## src/rtl/valve_ack_motor_interlock_defines.svh

```systemverilog
// Assertion macros shared by the valve interlock RTL.
// Each macro expects clk and rst_n in scope at the point of use.
`ifndef VALVE_ACK_MOTOR_INTERLOCK_DEFINES_SVH
`define VALVE_ACK_MOTOR_INTERLOCK_DEFINES_SVH

// Same-cycle implication, checked at every rising edge outside reset.
`define VAMI_ASSERT_IMPLY(lbl, ante, cons, msg) \
    lbl: assert property (@(posedge clk) disable iff (!rst_n) (ante) |-> (cons)) \
        else $error(msg);

// Next-cycle implication, checked at every rising edge outside reset.
`define VAMI_ASSERT_NEXT(lbl, ante, cons, msg) \
    lbl: assert property (@(posedge clk) disable iff (!rst_n) (ante) |=> (cons)) \
        else $error(msg);

`endif

```

## src/rtl/vami_pkg.sv

```systemverilog
// Types, codes and helper functions for the valve interlock.
// Used by vami_eval and valve_ack_motor_interlock; no dependencies.
package vami_pkg;

    localparam logic [1:0] MODE_TICK      = 2'd0;
    localparam logic [1:0] MODE_ACK       = 2'd1;
    localparam logic [1:0] MODE_TARGET    = 2'd2;
    localparam logic [1:0] MODE_HEARTBEAT = 2'd3;

    localparam logic [2:0] STS_NONE       = 3'd0;
    localparam logic [2:0] STS_STARTED    = 3'd1;
    localparam logic [2:0] STS_PARTIAL    = 3'd2;
    localparam logic [2:0] STS_STOPPED    = 3'd3;
    localparam logic [2:0] STS_LATE_ACK   = 3'd4;
    localparam logic [2:0] STS_RESEND     = 3'd5;
    localparam logic [2:0] STS_EXHAUSTED  = 3'd6;

    localparam logic [1:0] REG_ACK_TIMEOUT   = 2'd0;
    localparam logic [1:0] REG_RETRY_LIMIT   = 2'd1;
    localparam logic [1:0] REG_FORCE_IVL     = 2'd2;
    localparam logic [1:0] REG_MAX_FORCE_RET = 2'd3;

    localparam logic [15:0] ACK_TIMEOUT_RST   = 16'd3000;
    localparam logic [3:0]  RETRY_LIMIT_RST   = 4'd5;
    localparam logic [15:0] FORCE_IVL_RST     = 16'd2000;
    localparam logic [3:0]  MAX_FORCE_RET_RST = 4'd10;
    localparam logic [15:0] LAST_ACK_RST      = 16'd9999;
    localparam logic [15:0] COUNT_MAX         = 16'hFFFF;

    localparam logic [8:0] BIT_V1 = 9'd200;
    localparam logic [8:0] BIT_V2 = 9'd20;
    localparam logic [8:0] BIT_V3 = 9'd2;

    typedef struct packed {
        logic        motor_running;
        logic        fail_stopped;
        logic [9:0]  current_valves;
        logic [15:0] last_ack;
        logic        awaiting_ack;
        logic [15:0] ack_elapsed;
        logic [9:0]  last_sent;
        logic [3:0]  retry_count;
        logic        heartbeat_pending;
        logic        force_active;
        logic [3:0]  force_retries;
        logic [15:0] force_elapsed;
    } vami_state_t;

    typedef struct packed {
        logic [15:0] ack_timeout_ticks;
        logic [3:0]  retry_limit;
        logic [15:0] force_off_interval;
        logic [3:0]  force_retry_limit;
    } vami_cfg_t;

    typedef struct packed {
        logic [1:0]  mode;
        logic [15:0] ack_value;
        logic [9:0]  target_signal;
        logic        manual_switching;
    } vami_item_t;

    typedef struct packed {
        logic       send_valid;
        logic [9:0] send_value;
        logic       force_off_send;
        logic       motor_on;
        logic       waiting_ack;
        logic       force_off_on;
        logic [2:0] status;
    } vami_result_t;

    // Confirmation bits expected for a three-digit valve signal. Division by
    // ten is a multiply by 205 and a shift, exact for values below 1024.
    function automatic logic [8:0] wanted_bits(input logic [9:0] sig);
        logic [17:0] p1;
        logic [6:0]  q;
        logic [14:0] p2;
        logic [3:0]  q10;
        logic [6:0]  tens;
        logic [9:0]  ones;
        logic [8:0]  r;
        p1   = {8'd0, sig} * 18'd205;
        q    = p1[17:11];
        p2   = {8'd0, q} * 15'd205;
        q10  = p2[14:11];
        tens = q - 7'({3'd0, q10} * 7'd10);
        ones = sig - 10'({3'd0, q} * 10'd10);
        r = 9'd0;
        if (sig >= 10'd100 && sig <= 10'd999) r = r | BIT_V1;
        if (tens != 7'd0) r = r | BIT_V2;
        if (ones != 10'd0) r = r | BIT_V3;
        return r;
    endfunction

    function automatic logic acceptable(input logic [9:0] sig, input logic [15:0] ack);
        logic [15:0] req;
        req = {7'd0, wanted_bits(sig)};
        if (sig == 10'd0) return ack == 16'd0;
        return ((ack & req) != 16'd0) && ((ack & ~req) == 16'd0);
    endfunction

endpackage

```

## src/rtl/vami_eval.sv

```systemverilog
// Single-pass event evaluation: next interlock state and one result beat.
// Depends on vami_pkg.
module vami_eval
(
    input  vami_pkg::vami_state_t  state,
    input  vami_pkg::vami_cfg_t    cfg,
    input  vami_pkg::vami_item_t   item,
    output vami_pkg::vami_state_t  state_next,
    output vami_pkg::vami_result_t result
);

    always_comb
    begin
        vami_pkg::vami_state_t n;
        logic       snd;
        logic [9:0] snd_val;
        logic       fsend;
        logic [2:0] st;
        logic       xmit;
        logic [9:0] xmit_val;

        n        = state;
        snd      = 1'b0;
        snd_val  = 10'd0;
        fsend    = 1'b0;
        st       = vami_pkg::STS_NONE;
        xmit     = 1'b0;
        xmit_val = 10'd0;

        case (item.mode)
            vami_pkg::MODE_TICK:
            begin
                if (state.awaiting_ack)
                begin
                    if (state.ack_elapsed != vami_pkg::COUNT_MAX)
                        n.ack_elapsed = state.ack_elapsed + 16'd1;
                    if (n.ack_elapsed >= cfg.ack_timeout_ticks)
                    begin
                        if (state.retry_count >= cfg.retry_limit)
                        begin
                            n.awaiting_ack      = 1'b0;
                            n.heartbeat_pending = 1'b0;
                            if (state.motor_running)
                            begin
                                n.motor_running = 1'b0;
                                n.fail_stopped  = 1'b1;
                            end
                            st = vami_pkg::STS_EXHAUSTED;
                        end
                        else
                        begin
                            n.retry_count = state.retry_count + 4'd1;
                            n.ack_elapsed = 16'd0;
                            snd           = 1'b1;
                            snd_val       = state.last_sent;
                            st            = vami_pkg::STS_RESEND;
                        end
                    end
                end
                if (state.force_active)
                begin
                    if (state.last_ack == 16'd0)
                    begin
                        n.force_active  = 1'b0;
                        n.force_retries = 4'd0;
                    end
                    else if (state.force_retries >= cfg.force_retry_limit)
                    begin
                        n.force_active = 1'b0;
                    end
                    else
                    begin
                        if (state.force_elapsed != vami_pkg::COUNT_MAX)
                            n.force_elapsed = state.force_elapsed + 16'd1;
                        if (n.force_elapsed >= cfg.force_off_interval)
                        begin
                            n.force_elapsed = 16'd0;
                            n.force_retries = state.force_retries + 4'd1;
                            fsend           = 1'b1;
                        end
                    end
                end
            end

            vami_pkg::MODE_ACK:
            begin
                n.last_ack     = item.ack_value;
                n.awaiting_ack = 1'b0;
                if (state.force_active)
                begin
                    if (item.ack_value == 16'd0)
                    begin
                        n.force_active  = 1'b0;
                        n.force_retries = 4'd0;
                    end
                end
                else if (state.heartbeat_pending)
                begin
                    n.heartbeat_pending = 1'b0;
                    if (state.motor_running)
                    begin
                        if (!vami_pkg::acceptable(state.current_valves, item.ack_value))
                        begin
                            n.motor_running = 1'b0;
                            xmit     = 1'b1;
                            xmit_val = state.current_valves;
                            st       = vami_pkg::STS_STOPPED;
                        end
                    end
                    else if (item.ack_value != 16'd0)
                    begin
                        n.force_active  = 1'b1;
                        n.force_retries = 4'd0;
                        n.force_elapsed = vami_pkg::COUNT_MAX;
                    end
                end
                else if (state.current_valves != 10'd0)
                begin
                    if (vami_pkg::acceptable(state.current_valves, item.ack_value))
                    begin
                        if (!state.motor_running)
                        begin
                            if (state.fail_stopped)
                            begin
                                n.fail_stopped = 1'b0;
                                st = vami_pkg::STS_LATE_ACK;
                            end
                            else
                            begin
                                n.motor_running = 1'b1;
                                if (item.ack_value ==
                                    {7'd0, vami_pkg::wanted_bits(state.current_valves)})
                                    st = vami_pkg::STS_STARTED;
                                else
                                    st = vami_pkg::STS_PARTIAL;
                            end
                        end
                    end
                    else if (item.ack_value == 16'd0 && state.motor_running)
                    begin
                        // A manual sequence closes valves on purpose.
                        if (!item.manual_switching)
                        begin
                            n.motor_running = 1'b0;
                            st = vami_pkg::STS_STOPPED;
                        end
                    end
                    else
                    begin
                        xmit     = 1'b1;
                        xmit_val = state.current_valves;
                        st       = vami_pkg::STS_RESEND;
                    end
                end
                else if (item.ack_value != 16'd0)
                begin
                    xmit     = 1'b1;
                    xmit_val = 10'd0;
                    st       = vami_pkg::STS_RESEND;
                end
            end

            vami_pkg::MODE_TARGET:
            begin
                if (item.target_signal != state.current_valves)
                begin
                    n.current_valves = item.target_signal;
                    if (item.target_signal == 10'd0 && state.motor_running)
                    begin
                        n.motor_running = 1'b0;
                        st = vami_pkg::STS_STOPPED;
                    end
                    xmit     = 1'b1;
                    xmit_val = item.target_signal;
                end
            end

            vami_pkg::MODE_HEARTBEAT:
            begin
                if (!state.force_active && !state.awaiting_ack)
                begin
                    n.heartbeat_pending = 1'b1;
                    xmit     = 1'b1;
                    xmit_val = state.motor_running ? state.current_valves : 10'd0;
                end
            end

            default:
            begin
                n = state;
            end
        endcase

        // A transmission restarts the acknowledgement wait.
        if (xmit)
        begin
            n.fail_stopped = 1'b0;
            n.last_sent    = xmit_val;
            n.awaiting_ack = 1'b1;
            n.ack_elapsed  = 16'd0;
            n.retry_count  = 4'd0;
            snd            = 1'b1;
            snd_val        = xmit_val;
        end

        state_next            = n;
        result.send_valid     = snd;
        result.send_value     = snd_val;
        result.force_off_send = fsend;
        result.motor_on       = n.motor_running;
        result.waiting_ack    = n.awaiting_ack;
        result.force_off_on   = n.force_active;
        result.status         = st;
    end

endmodule

```

## src/rtl/valve_ack_motor_interlock.sv

```systemverilog
// Pump motor interlock: each input beat yields exactly one result beat.
// An accepted beat is registered in the input stage, evaluated once the result register is free
// or is being drained, and then presented as a result beat from the result register.
// Throughput: one beat per cycle; input stalls only while a result waits on m_tready.
// Reset (rst_n low, asynchronous): state and config registers return to defaults,
// both stages empty.
module valve_ack_motor_interlock
(
    input  logic        clk,
    input  logic        rst_n,
    input  logic        s_tvalid,
    output logic        s_tready,
    input  logic [31:0] s_tdata,  // ack_value[15:0], target_signal[25:16],
                                  // manual_switching[26], zero[31:27]
    input  logic [1:0]  s_tuser,  // mode[1:0]
    output logic        m_tvalid,
    input  logic        m_tready,
    output logic [23:0] m_tdata,  // send_valid[0], send_value[10:1], force_off_send[11],
                                  // motor_on[12], waiting_ack[13], force_off_on[14],
                                  // status[17:15], zero[23:18]
    input  logic        cfg_we,
    input  logic [1:0]  cfg_addr,
    input  logic [15:0] cfg_wdata
);

    logic                   in_valid_reg;
    vami_pkg::vami_item_t   in_item_reg;
    logic                   out_valid_reg;
    vami_pkg::vami_result_t out_reg;
    vami_pkg::vami_state_t  state_reg;
    vami_pkg::vami_state_t  state_next;
    vami_pkg::vami_cfg_t    cfg_reg;
    vami_pkg::vami_result_t result_next;
    logic                   stage_fire;

    assign stage_fire = in_valid_reg && (!out_valid_reg || m_tready);
    assign s_tready   = !in_valid_reg || stage_fire;

    always_ff @(posedge clk or negedge rst_n)
    begin
        if (!rst_n)
        begin
            in_valid_reg <= 1'b0;
        end
        else if (s_tready)
        begin
            in_valid_reg <= s_tvalid;
        end
    end

    always_ff @(posedge clk)
    begin
        if (s_tvalid && s_tready)
        begin
            in_item_reg.mode             <= s_tuser;
            in_item_reg.ack_value        <= s_tdata[15:0];
            in_item_reg.target_signal    <= s_tdata[25:16];
            in_item_reg.manual_switching <= s_tdata[26];
        end
    end

    always_ff @(posedge clk or negedge rst_n)
    begin
        if (!rst_n)
        begin
            cfg_reg.ack_timeout_ticks  <= vami_pkg::ACK_TIMEOUT_RST;
            cfg_reg.retry_limit        <= vami_pkg::RETRY_LIMIT_RST;
            cfg_reg.force_off_interval <= vami_pkg::FORCE_IVL_RST;
            cfg_reg.force_retry_limit  <= vami_pkg::MAX_FORCE_RET_RST;
        end
        else if (cfg_we)
        begin
            case (cfg_addr)
                vami_pkg::REG_ACK_TIMEOUT:   cfg_reg.ack_timeout_ticks  <= cfg_wdata;
                vami_pkg::REG_RETRY_LIMIT:   cfg_reg.retry_limit        <= cfg_wdata[3:0];
                vami_pkg::REG_FORCE_IVL:     cfg_reg.force_off_interval <= cfg_wdata;
                vami_pkg::REG_MAX_FORCE_RET: cfg_reg.force_retry_limit  <= cfg_wdata[3:0];
                default:                     cfg_reg <= cfg_reg;
            endcase
        end
    end

    vami_eval u_eval
    (
        .state      (state_reg),
        .cfg        (cfg_reg),
        .item       (in_item_reg),
        .state_next (state_next),
        .result     (result_next)
    );

    always_ff @(posedge clk or negedge rst_n)
    begin
        if (!rst_n)
        begin
            state_reg.motor_running     <= 1'b0;
            state_reg.fail_stopped      <= 1'b0;
            state_reg.current_valves    <= 10'd0;
            state_reg.last_ack          <= vami_pkg::LAST_ACK_RST;
            state_reg.awaiting_ack      <= 1'b0;
            state_reg.ack_elapsed       <= 16'd0;
            state_reg.last_sent         <= 10'd0;
            state_reg.retry_count       <= 4'd0;
            state_reg.heartbeat_pending <= 1'b0;
            state_reg.force_active      <= 1'b0;
            state_reg.force_retries     <= 4'd0;
            state_reg.force_elapsed     <= 16'd0;
        end
        else if (stage_fire)
        begin
            state_reg <= state_next;
        end
    end

    always_ff @(posedge clk or negedge rst_n)
    begin
        if (!rst_n)
        begin
            out_valid_reg <= 1'b0;
        end
        else if (stage_fire)
        begin
            out_valid_reg <= 1'b1;
        end
        else if (m_tready)
        begin
            out_valid_reg <= 1'b0;
        end
    end

    always_ff @(posedge clk)
    begin
        if (stage_fire)
        begin
            out_reg <= result_next;
        end
    end

    assign m_tvalid = out_valid_reg;
    assign m_tdata  = {6'd0, out_reg.status, out_reg.force_off_on, out_reg.waiting_ack,
                       out_reg.motor_on, out_reg.force_off_send, out_reg.send_value,
                       out_reg.send_valid};

`include "valve_ack_motor_interlock_defines.svh"

    // A motor stopped by exhausted retries stays off until a new send or late ack.
    `VAMI_ASSERT_IMPLY(a_fail_motor_off, state_reg.fail_stopped, !state_reg.motor_running, "fail_stopped with motor running")
    // Every evaluated event lands in the result register.
    `VAMI_ASSERT_NEXT(a_fire_loads_out, stage_fire, out_valid_reg, "evaluated event lost")
    // A resend status always carries a transmitted signal.
    `VAMI_ASSERT_IMPLY(a_resend_sends, out_valid_reg && out_reg.status == vami_pkg::STS_RESEND, out_reg.send_valid, "resend without send")

endmodule

```

## config.mk

```make
export PLATFORM = sky130hd
export DESIGN_NAME = valve_ack_motor_interlock
export DESIGN_NICKNAME = d
export VERILOG_FILES = /design/src/rtl/vami_pkg.sv /design/src/rtl/vami_eval.sv /design/src/rtl/valve_ack_motor_interlock.sv
export VERILOG_INCLUDE_DIRS = /design/src /design/src/rtl
export SDC_FILE = /design/constraint.sdc
export NUM_CORES = 1
export LEC_CHECK = 0
export CORE_MARGIN = 10
export CORE_UTILIZATION = 35
export DETAILED_ROUTE_END_ITERATION = 10
export DONT_BUFFER_PORTS = 1
export PLACE_DENSITY = 0.48
export SLEW_MARGIN = 20
export SYNTH_ARGS = -nofsm -noshare
export SYNTH_HDL_FRONTEND = slang
export SYNTH_SLANG_ARGS = --single-unit
```

## constraint.sdc

```tcl
create_clock -name clk -period 14.89 [get_ports clk]
set_input_delay 1.489 -clock clk [delete_from_list [all_inputs] [get_ports clk]]
set_output_delay 1.489 -clock clk [all_outputs]
set_load 0.02 [all_outputs]
```

==> key figures, run 1 <==
Clocking
  – Depth of the CTS H-tree: 4
  – Cts bufs inserted: 17
  – CTS Root Cell: clkbuf_16
  – CTS tree: built
  – Hold_buf cts: 0
  – CTS sink count: between 150 and 200
  – Worst skew pair latency: approximately 450 ps
  – Postcts setup bufs: 0
  – Maximum buffer depth of the clock tree: 2
  – CTS resizes: 0
  – Clk slew on worst S/H paths: roughly 70 ps

Synth
  – Synthesis-stage register bit count: 170
  – Area leader, netlist: dfrtp_1
  – Top cells by area, synth: dfrtp_1, ha_1, edfxtp_1
  – Netlist cell types: 91
  – Async set-reset flop share out of synthesis: 72.35%
  – Syn avg cell area: 10.03 sq um
  – Seq/Total Area, Yosys: between 30% and 40%
  – Synthesized instance count: 1247
  – Synth top area share: about a fifth
  – EDFF count, synth: 47
  – Syn Std Cell Area: 12510 sq um
  – Ys Warns: 0
  – Main synth FF type: dfrtp_1

Routing
  – Via count: 8698
  – DR iter-0 viols: ~450
  – DR pass1 iterations: 4
  – # DRC: 0
  – WL/cell: 17.21 microns
  – Routed Antenna Nets: 0
  – Drt total wl: 29620 microns
  – Vias/cell: 5.054

Setup path
  – Critical path class: reg2reg
  – CP most frequent cell: inv_1
  – Worst endpoint required time: between 15000 and 20000 ps
  – Slowest Stage Delay on Critical Path: 840 ps
  – CP max FO: 13
  – CP startpoint kind: flip-flop
  – Arrival time at the worst endpoint: ~14000 ps
  – Critical Path End Type: flip-flop
  – Cell depth of the worst flop-to-flop path: 50
  – Max stage delay cell, worst path: a21oi_1

STA
  – Fmax: 74.02 MHz
  – Final Critical Period: 13510 ps
  – Final Cycle Share: 90.73%
  – Setup TNS Final: 0 ps
  – Final setup vio count: 0
  – Post-route clock skew: 17.24 ps
  – Least-Margin Pin Slew: 1095 ps
  – RSZ-0062 raised after global routing: false
  – Max-slew violations: 0
  – Rel. slew slack: 26.98%
  – Final hold viol count: 0

Status
  – Status: complete, no violations

Global routing
  – Largest net degree at the start of global routing: 124
  – Vias in the first global route: between 8000 and 9000
  – Gr usage total: 13.67%
  – Remaining global-route overflow: 0
  – Initial antenna violation count: 1
  – First-pass GRT wire length: ~48000 microns

Cells and area
  – Reg area: about 4500 sq um
  – Fill cells: 3589
  – Final-stage net count: around 1500
  – Synth-to-Final Area Change: 8.840%
  – Share of layout cells above drive strength 1: 11.59%
  – Largest register FFs: 81
  – Area of the multi-input gates: 7375 sq um
  – N_diodes: 0

Place
  – DP HPWL: 22670 microns
  – I/O Buffers: 0
  – Gp weighted congestion: 0.8110

Min path
  – WHS Path Cells: 2
  – Min-Delay Path Class: reg2reg

Die
  – Die W: 209.1 microns
  – Initial Utilization: 35.35%
  – Ports: 83
  – Die Area: 43710 sq um
  – Vert. Die Dim: 209.1 microns
  – Core Area: 35400 sq um
  – Rows: 69

Run
  – Max Cap Violations: 0
logic make-up after synthesis:
logic type / share of synthesized area [%]
buffers and inverters: 5.180
adders and majority gates: 21.18
AOI/OAI and AO/OA: 13.88
muxes: 3.780
DFF: 36.13
other: 0.02997
xor gates and xnor gates: 5.640
and+or+nand+nor: 14.18
worst paths after layout:
check                               from       endpoint  slack (ps)
max                        state_reg[71]  state_reg[24]        1380
min                        state_reg[30]  state_reg[30]         480
max reg2reg                state_reg[71]  state_reg[24]        1380
min reg2reg                state_reg[30]  state_reg[30]         480
max in group asynchronous          rst_n    cfg_reg[20]       13910
min in group asynchronous          rst_n   state_reg[8]         730
synth_stat cells (4+ instances only):
library cell,number
nor2b_1,13
o311ai_0,4
nor3_1,18
a22o_1,18
clkbuf_1,21
nor4b_1,4
fa_1,27
nor4_1,16
inv_1,132
o211ai_1,4
mux2_2,42
xor2_1,25
and2_1,11
nand2_1,133
o21ai_0,65
nand4_1,15
dfrtp_1,98
or3_1,4
o21a_1,6
dfstp_2,25
ha_1,166
o31ai_1,5
nand3b_1,7
and4_1,6
a21o_1,44
or4_1,5
nand3_1,31
o21bai_1,6
o22a_1,9
nor2_1,47
and3_1,12
xnor2_1,41
nand2b_1,9
or2_2,5
a21oi_1,46
buf_4,7
edfxtp_1,47
stage by stage:
stage                     cell area, sq um  hold WS [ps]  cells  utilization [%]  worst slack, ps
after global placement               13020         459.0   1689            36.78             1302
after detailed placement             13030         466.7   1689            36.80             1268
after CTS                            13620         483.5   1721            38.47             1176
after floorplan                      12530         446.0   1252                -             3024
final                                13620         480.2   1721            38.47             1380
after global routing                 13620         502.4   1721            38.47            257.8
cell type report:
| class | instances | area share [%] |
|---|---|---|
| Inverter | 134 | 3.693 |
| Clock inverter | 13 | 1.158 |
| Clock buffer | 19 | 3.179 |
| Timing Repair Buffer | 7 | 0.3859 |
| Sequential cell | 170 | 33.20 |
| Multi-Input combinational cell | 917 | 54.15 |
| Tap cell | 461 | 4.236 |
layout by cell type, fill, tap and decap left out, types with 18 or more instances in the layout:
master and instances:
mux2_2 42, a22o_1 18, xnor2_1 41, nor3_1 18
fa_1 27, nand3_1 31, a21oi_1 46, o21ai_0 64
nand2_1 133, dfstp_2 25, nor2_1 47, xor2_1 25
edfxtp_1 47, dfrtp_1 98, ha_1 166, a21o_1 44
inv_1 132
metal layers:
metal,routed length (microns),global-route usage (%)
met5,7,0
met3,1080,3.102
met4,318,3.473
met1,13650,17.30
met2,14560,22.98
worst max-delay path: cells and delay by family (launching register included):
kind / cells / cell delay [ps]
adder cells (fa/ha/maj): 15 / 5600
AND/OR/NAND/NOR: 9 / 2530
flip-flops: 1 / 620
AO/OA/AOI/OAI: 13 / 3360
buffers and inverters: 10 / 740
XOR/XNOR: 3 / 600
Power of run 1 is not shown: default switching activity piles up to over one toggle a cycle in this logic, so the estimate is an artifact.
==> inputs of run 2 (changes only) <==
- CORE_UTILIZATION: 35 -> 45
- PLACE_DENSITY: 0.48 -> 0.59
==> run 2 against run 1 <==
Fmax rose by 0.40%. Register-to-register slack improved by 50 ps. Largest cell class unchanged. Final cell count fell by 5.1%. Critical path type unchanged. Flip-flop and latch count did not move. Die area fell by 20%. Count of clock-buffer cells in the layout fell by 2.
==> key figures, run 2 (same netlist as run 1, synthesis figures left out) <==
Setup path
  – CP max FO: 13
  – Arrival time at the worst endpoint: 13810 ps
  – Worst endpoint required time: 15240 ps
  – RR Startpoint: state_reg[71]
  – Slack of the worst reg-to-reg path: 1430 ps
  – R2r endpoint: state_reg[22]
  – CP startpoint kind: flip-flop
  – Max stage delay cell, worst path: a21oi_1
  – Critical Path End Type: flip-flop
  – Cell depth of the worst flop-to-flop path: 50
  – CP most frequent cell: inv_1
  – Critical path class: reg2reg
  – Slowest Stage Delay on Critical Path: 850 ps

Cells and area
  – Leading cell type in the layout, fill and taps excluded: ha_1
  – Post-Layout Inst Area: 13520 sq um
  – Synth-to-Final Area Change: 8.020%
  – Most frequent cells in the layout: ha_1, nand2_1, inv_1
  – Final-stage net count: 1496
  – Share of layout cells above drive strength 1: 11.76%
  – Largest register FFs: 81

Routing
  – DR iter-0 viols: 540
  – Drt total wl: around 27000 microns
  – Routed Antenna Nets: 0
  – WL/cell: between 15 and 20 microns
  – DR pass1 iterations: 6
  – # DRC: 0
  – Vias/cell: ~5.3
  – Via count: roughly 8700

Clocking
  – CTS Root Cell: clkbuf_16
  – Postcts setup bufs: 0
  – CTS tree: built
  – CTS sink count: 170
  – Worst skew pair latency: between 400 and 500 ps
  – Hold_buf cts: 0
  – Clk slew on worst S/H paths: 70 ps
  – Cts bufs inserted: 17
  – Maximum buffer depth of the clock tree: 2
  – CTS resizes: 0
  – Depth of the CTS H-tree: 4

STA
  – Max-slew violations: 0
  – Rel. slew slack: 32.67%
  – Final hold viol count: 0
  – Final Cycle Share: 90.37%
  – Least-Margin Pin Slew: between 1000 and 1500 ps
  – Final setup vio count: 0
  – RSZ-0062 raised after global routing: false
  – Final Critical Period: 13460 ps
  – Post-route clock skew: 13.64 ps
  – Setup TNS Final: 0 ps
  – Fmax: around 74 MHz

Global routing
  – Largest net degree at the start of global routing: ~120
  – Vias in the first global route: 8829
  – First-pass GRT wire length: 45640 microns
  – Gr usage total: 15.79%
  – Initial antenna violation count: 6
  – Remaining global-route overflow: 0

Place
  – I/O Buffers: 0
  – DP HPWL: 21130 microns
  – Gp weighted congestion: 0.8427
  – Placed Area: between 10000 and 15000 sq um

Run
  – Max Cap Violations: 0

Die
  – Initial Utilization: 46.04%
  – Ports: 83
  – Die W: 186.7 microns
  – Core Area: 27180 sq um
  – Vert. Die Dim: 186.7 microns
  – Die Area: 34870 sq um
  – Rows: 60

Status
  – Status: complete, no violations

Min path
  – WHS Path Cells: 2
  – Min-Delay Path Class: reg2reg
  – Hold_sp: state_reg[33]
  – Hold Path End: state_reg[33]
[run 2: cell types whose count changed in the layout (fill, tap and decap cells not counted), sizes merged]
cell      change
diode         +3
buf           -1
bufinv        -2
clkinvlp      -2
clkbuf        -2
inv           +3
clkinv        +3
[run 2: per-stage QoR]
step	worst slack (ps)	instances	hold slack (ps)	utilization [%]
floorplan	3024	1252	446.0	-
global placement	1570	1599	458.8	47.47
detailed placement	1474	1599	464.4	47.47
CTS	1387	1631	482.7	49.66
global route	477.3	1632	513.5	49.71
finish	1434	1634	481.4	49.73
[run 2: how the worst max path moves through the flow]
stage,start,to,slack (ps),cells after the start
3_3_place_gp,state_reg[71],state_reg[25],1570,50
3_5_place_dp,state_reg[71],state_reg[25],1470,50
2_1_floorplan,state_reg[71],state_reg[79],3020,49
6_report,state_reg[71],state_reg[22],1430,50
5_1_grt,state_reg[71],state_reg[46],480,50
4_1_cts,state_reg[71],state_reg[22],1390,50
[run 2: critical path: cells and delay by family, from the launching register on]
family,cells,cell delay (ps)
adders and majority gates,15,5560
DFF,1,610
xor gates and xnor gates,3,590
buffers and inverters,10,740
and+or+nand+nor,9,2530
AOI/OAI and AO/OA,13,3330
[run 2: routing by layer]
layer | track usage [%] | vias up | routed length (microns)
met5 | 0 | - | 47
met4 | 4.684 | 6 | 415
met3 | 4.097 | 37 | 1300
met2 | 27.01 | 115 | 13640
met1 | 19.10 | 4172 | 11870
li1 | - | 4396 | -
[run 2: cell type report]
type	count	area [sq um]
fill	2560	13660
inverter	134	503.0
sequential	170	4521
tap	372	465.4
antenna	3	7.507
clock inverter	15	170.2
multi-input combinational	917	7378
timing repair buffer	6	45.04
clock buffer	17	425.4
Power of run 2 is left out for the same reason.
==> inputs of run 3 (changes only) <==
- CORE_ASPECT_RATIO: unset -> 1.4
==> run 3 against run 2 <==
Fmax is 0.54% lower. Clock skew decreased by 5.8 ps. Global-route usage increased by 0.82 points. Utilization is 0.78 points lower. Critical path type unchanged.
==> key figures, run 3 (same netlist as run 1, synthesis figures left out) <==
Min path
  – Min-Delay Path Class: reg2reg
  – Hold_sp: state_reg[33]

Place
  – I/O Buffers: 0
  – DP HPWL: roughly 22000 microns
  – Gp weighted congestion: 0.8204
  – Pre-CTS setup slack: 1423 ps

Routing
  – DR pass1 iterations: 5
  – Drt total wl: 28440 microns
  – DR iter-0 viols: 369
  – Vias/cell: ~5.4
  – # DRC: 0
  – Max layer used: met5
  – Met2 routed WL: 15440 microns
  – Via count: 8832
  – Routed Antenna Nets: 0
  – WL/cell: 17.44 microns
  – Wl on met1: ~11000 microns
  – Met3 WL: 990 microns

Clocking
  – CTS resizes: 0
  – CTS sink count: 170
  – Maximum buffer depth of the clock tree: 2
  – Cts bufs inserted: 17
  – Postcts setup bufs: 0
  – Clk slew on worst S/H paths: around 60 ps
  – CTS tree: built
  – Depth of the CTS H-tree: 4
  – Worst skew pair latency: 460 ps
  – CTS Root Cell: clkbuf_16
  – Hold_buf cts: 0

STA
  – Final setup vio count: 0
  – Post-route clock skew: roughly 7.8 ps
  – Final hold viol count: 0
  – Fmax: between 70 and 80 MHz
  – Rel. slew slack: between 30% and 40%
  – Max-slew violations: 0
  – Final Critical Period: approximately 14000 ps
  – Final Cycle Share: 90.86%
  – RSZ-0062 raised after global routing: false
  – Setup TNS Final: 0 ps
  – Least-Margin Pin Slew: 1016 ps
  – Worst Slack Setup Final: 1361 ps

Setup path
  – Worst path bufs/invs: 10
  – RR Startpoint: state_reg[71]
  – Critical path class: reg2reg
  – CP startpoint kind: flip-flop
  – CP most frequent cell: inv_1
  – Arrival time at the worst endpoint: 13910 ps
  – Critical Path End Type: flip-flop
  – Slowest Stage Delay on Critical Path: 860 ps
  – CP max FO: 13
  – Max stage delay cell, worst path: a21oi_1
  – Family with the most delay on the worst path: adder cells
  – Worst endpoint required time: 15270 ps
  – Worst Setup SP: state_reg[71]

Cells and area
  – Fill cells: about 2700
  – Reg area: about 4500 sq um
  – Most frequent cells in the layout: ha_1, nand2_1, inv_1
  – Final-stage net count: about 1500
  – Leading cell type in the layout, fill and taps excluded: ha_1
  – Largest register FFs: 81
  – Area of the multi-input gates: 7378 sq um
  – Synth-to-Final Area Change: 7.860%
  – Share of layout cells above drive strength 1: between 10 and 15%

Status
  – Status: complete, no violations

Global routing
  – First-pass GRT wire length: ~47000 microns
  – Remaining global-route overflow: 0
  – Largest net degree at the start of global routing: 124
  – Gr usage total: 16.61%
  – Initial antenna violation count: 3
  – Vias in the first global route: 9162

Die
  – Rows: 72
  – Core Area: 27570 sq um
  – Vert. Die Dim: 217.3 microns
  – Initial Utilization: 45.39%
  – Die W: 160.9 microns
  – Die Area: 34970 sq um
  – Ports: 83

Run
  – Max Cap Violations: 0
-- run 3: cell types whose count changed in the layout (fill, tap and decap cells not counted), sizes merged --
cell,before,now
clkbuf,17,18
clkinvlp,0,4
bufinv,0,2
buf,6,7
clkinv,6,5
inv,143,137
diode,3,1
-- run 3: stage by stage --
stage	area (sq um)	utilization [%]	cells	hold slack (ps)
detailed placement	12910	46.82	1598	467.3
CTS	13480	48.91	1630	483.4
global route	13490	48.95	1630	501.3
global placement	12910	46.82	1598	459.5
floorplan	12530	-	1252	446.0
finish	13500	48.96	1631	482.1
-- run 3: path summary, 6_finish.rpt --
path,endpoint,slack (ps),cells after the start
worst max-delay path,state_reg[24],1360,50
worst min-delay path,state_reg[33],480,2
worst max register to register,state_reg[24],1360,50
worst min register to register,state_reg[33],480,2
max in group asynchronous,state_reg[62],13910,0
min in group asynchronous,state_reg[7],720,0
-- run 3: final cells by class --
class,count,area share (%)
Multi-Input combinational cell,917,54.67
Sequential cell,170,33.50
Inverter,134,3.727
Tap cell,370,3.430
Clock buffer,18,3.180
Clock inverter,14,1.085
Timing Repair Buffer,7,0.3894
Antenna cell,1,0.01854
-- run 3: routing by layer --
metal / track usage, % / up-vias
met5: 0 / -
met4: 6.170 / 4
met3: 2.890 / 28
met2: 31.31 / 137
met1: 18.06 / 4274
li1: - / 4389
-- run 3: worst min-delay path, delay by kind of cell, from the launching register on --
kind / cells / cell delay [ps]
DFF: 1 / 350
and+or+nand+nor: 2 / 100
Power of run 3 is left out for the same reason.
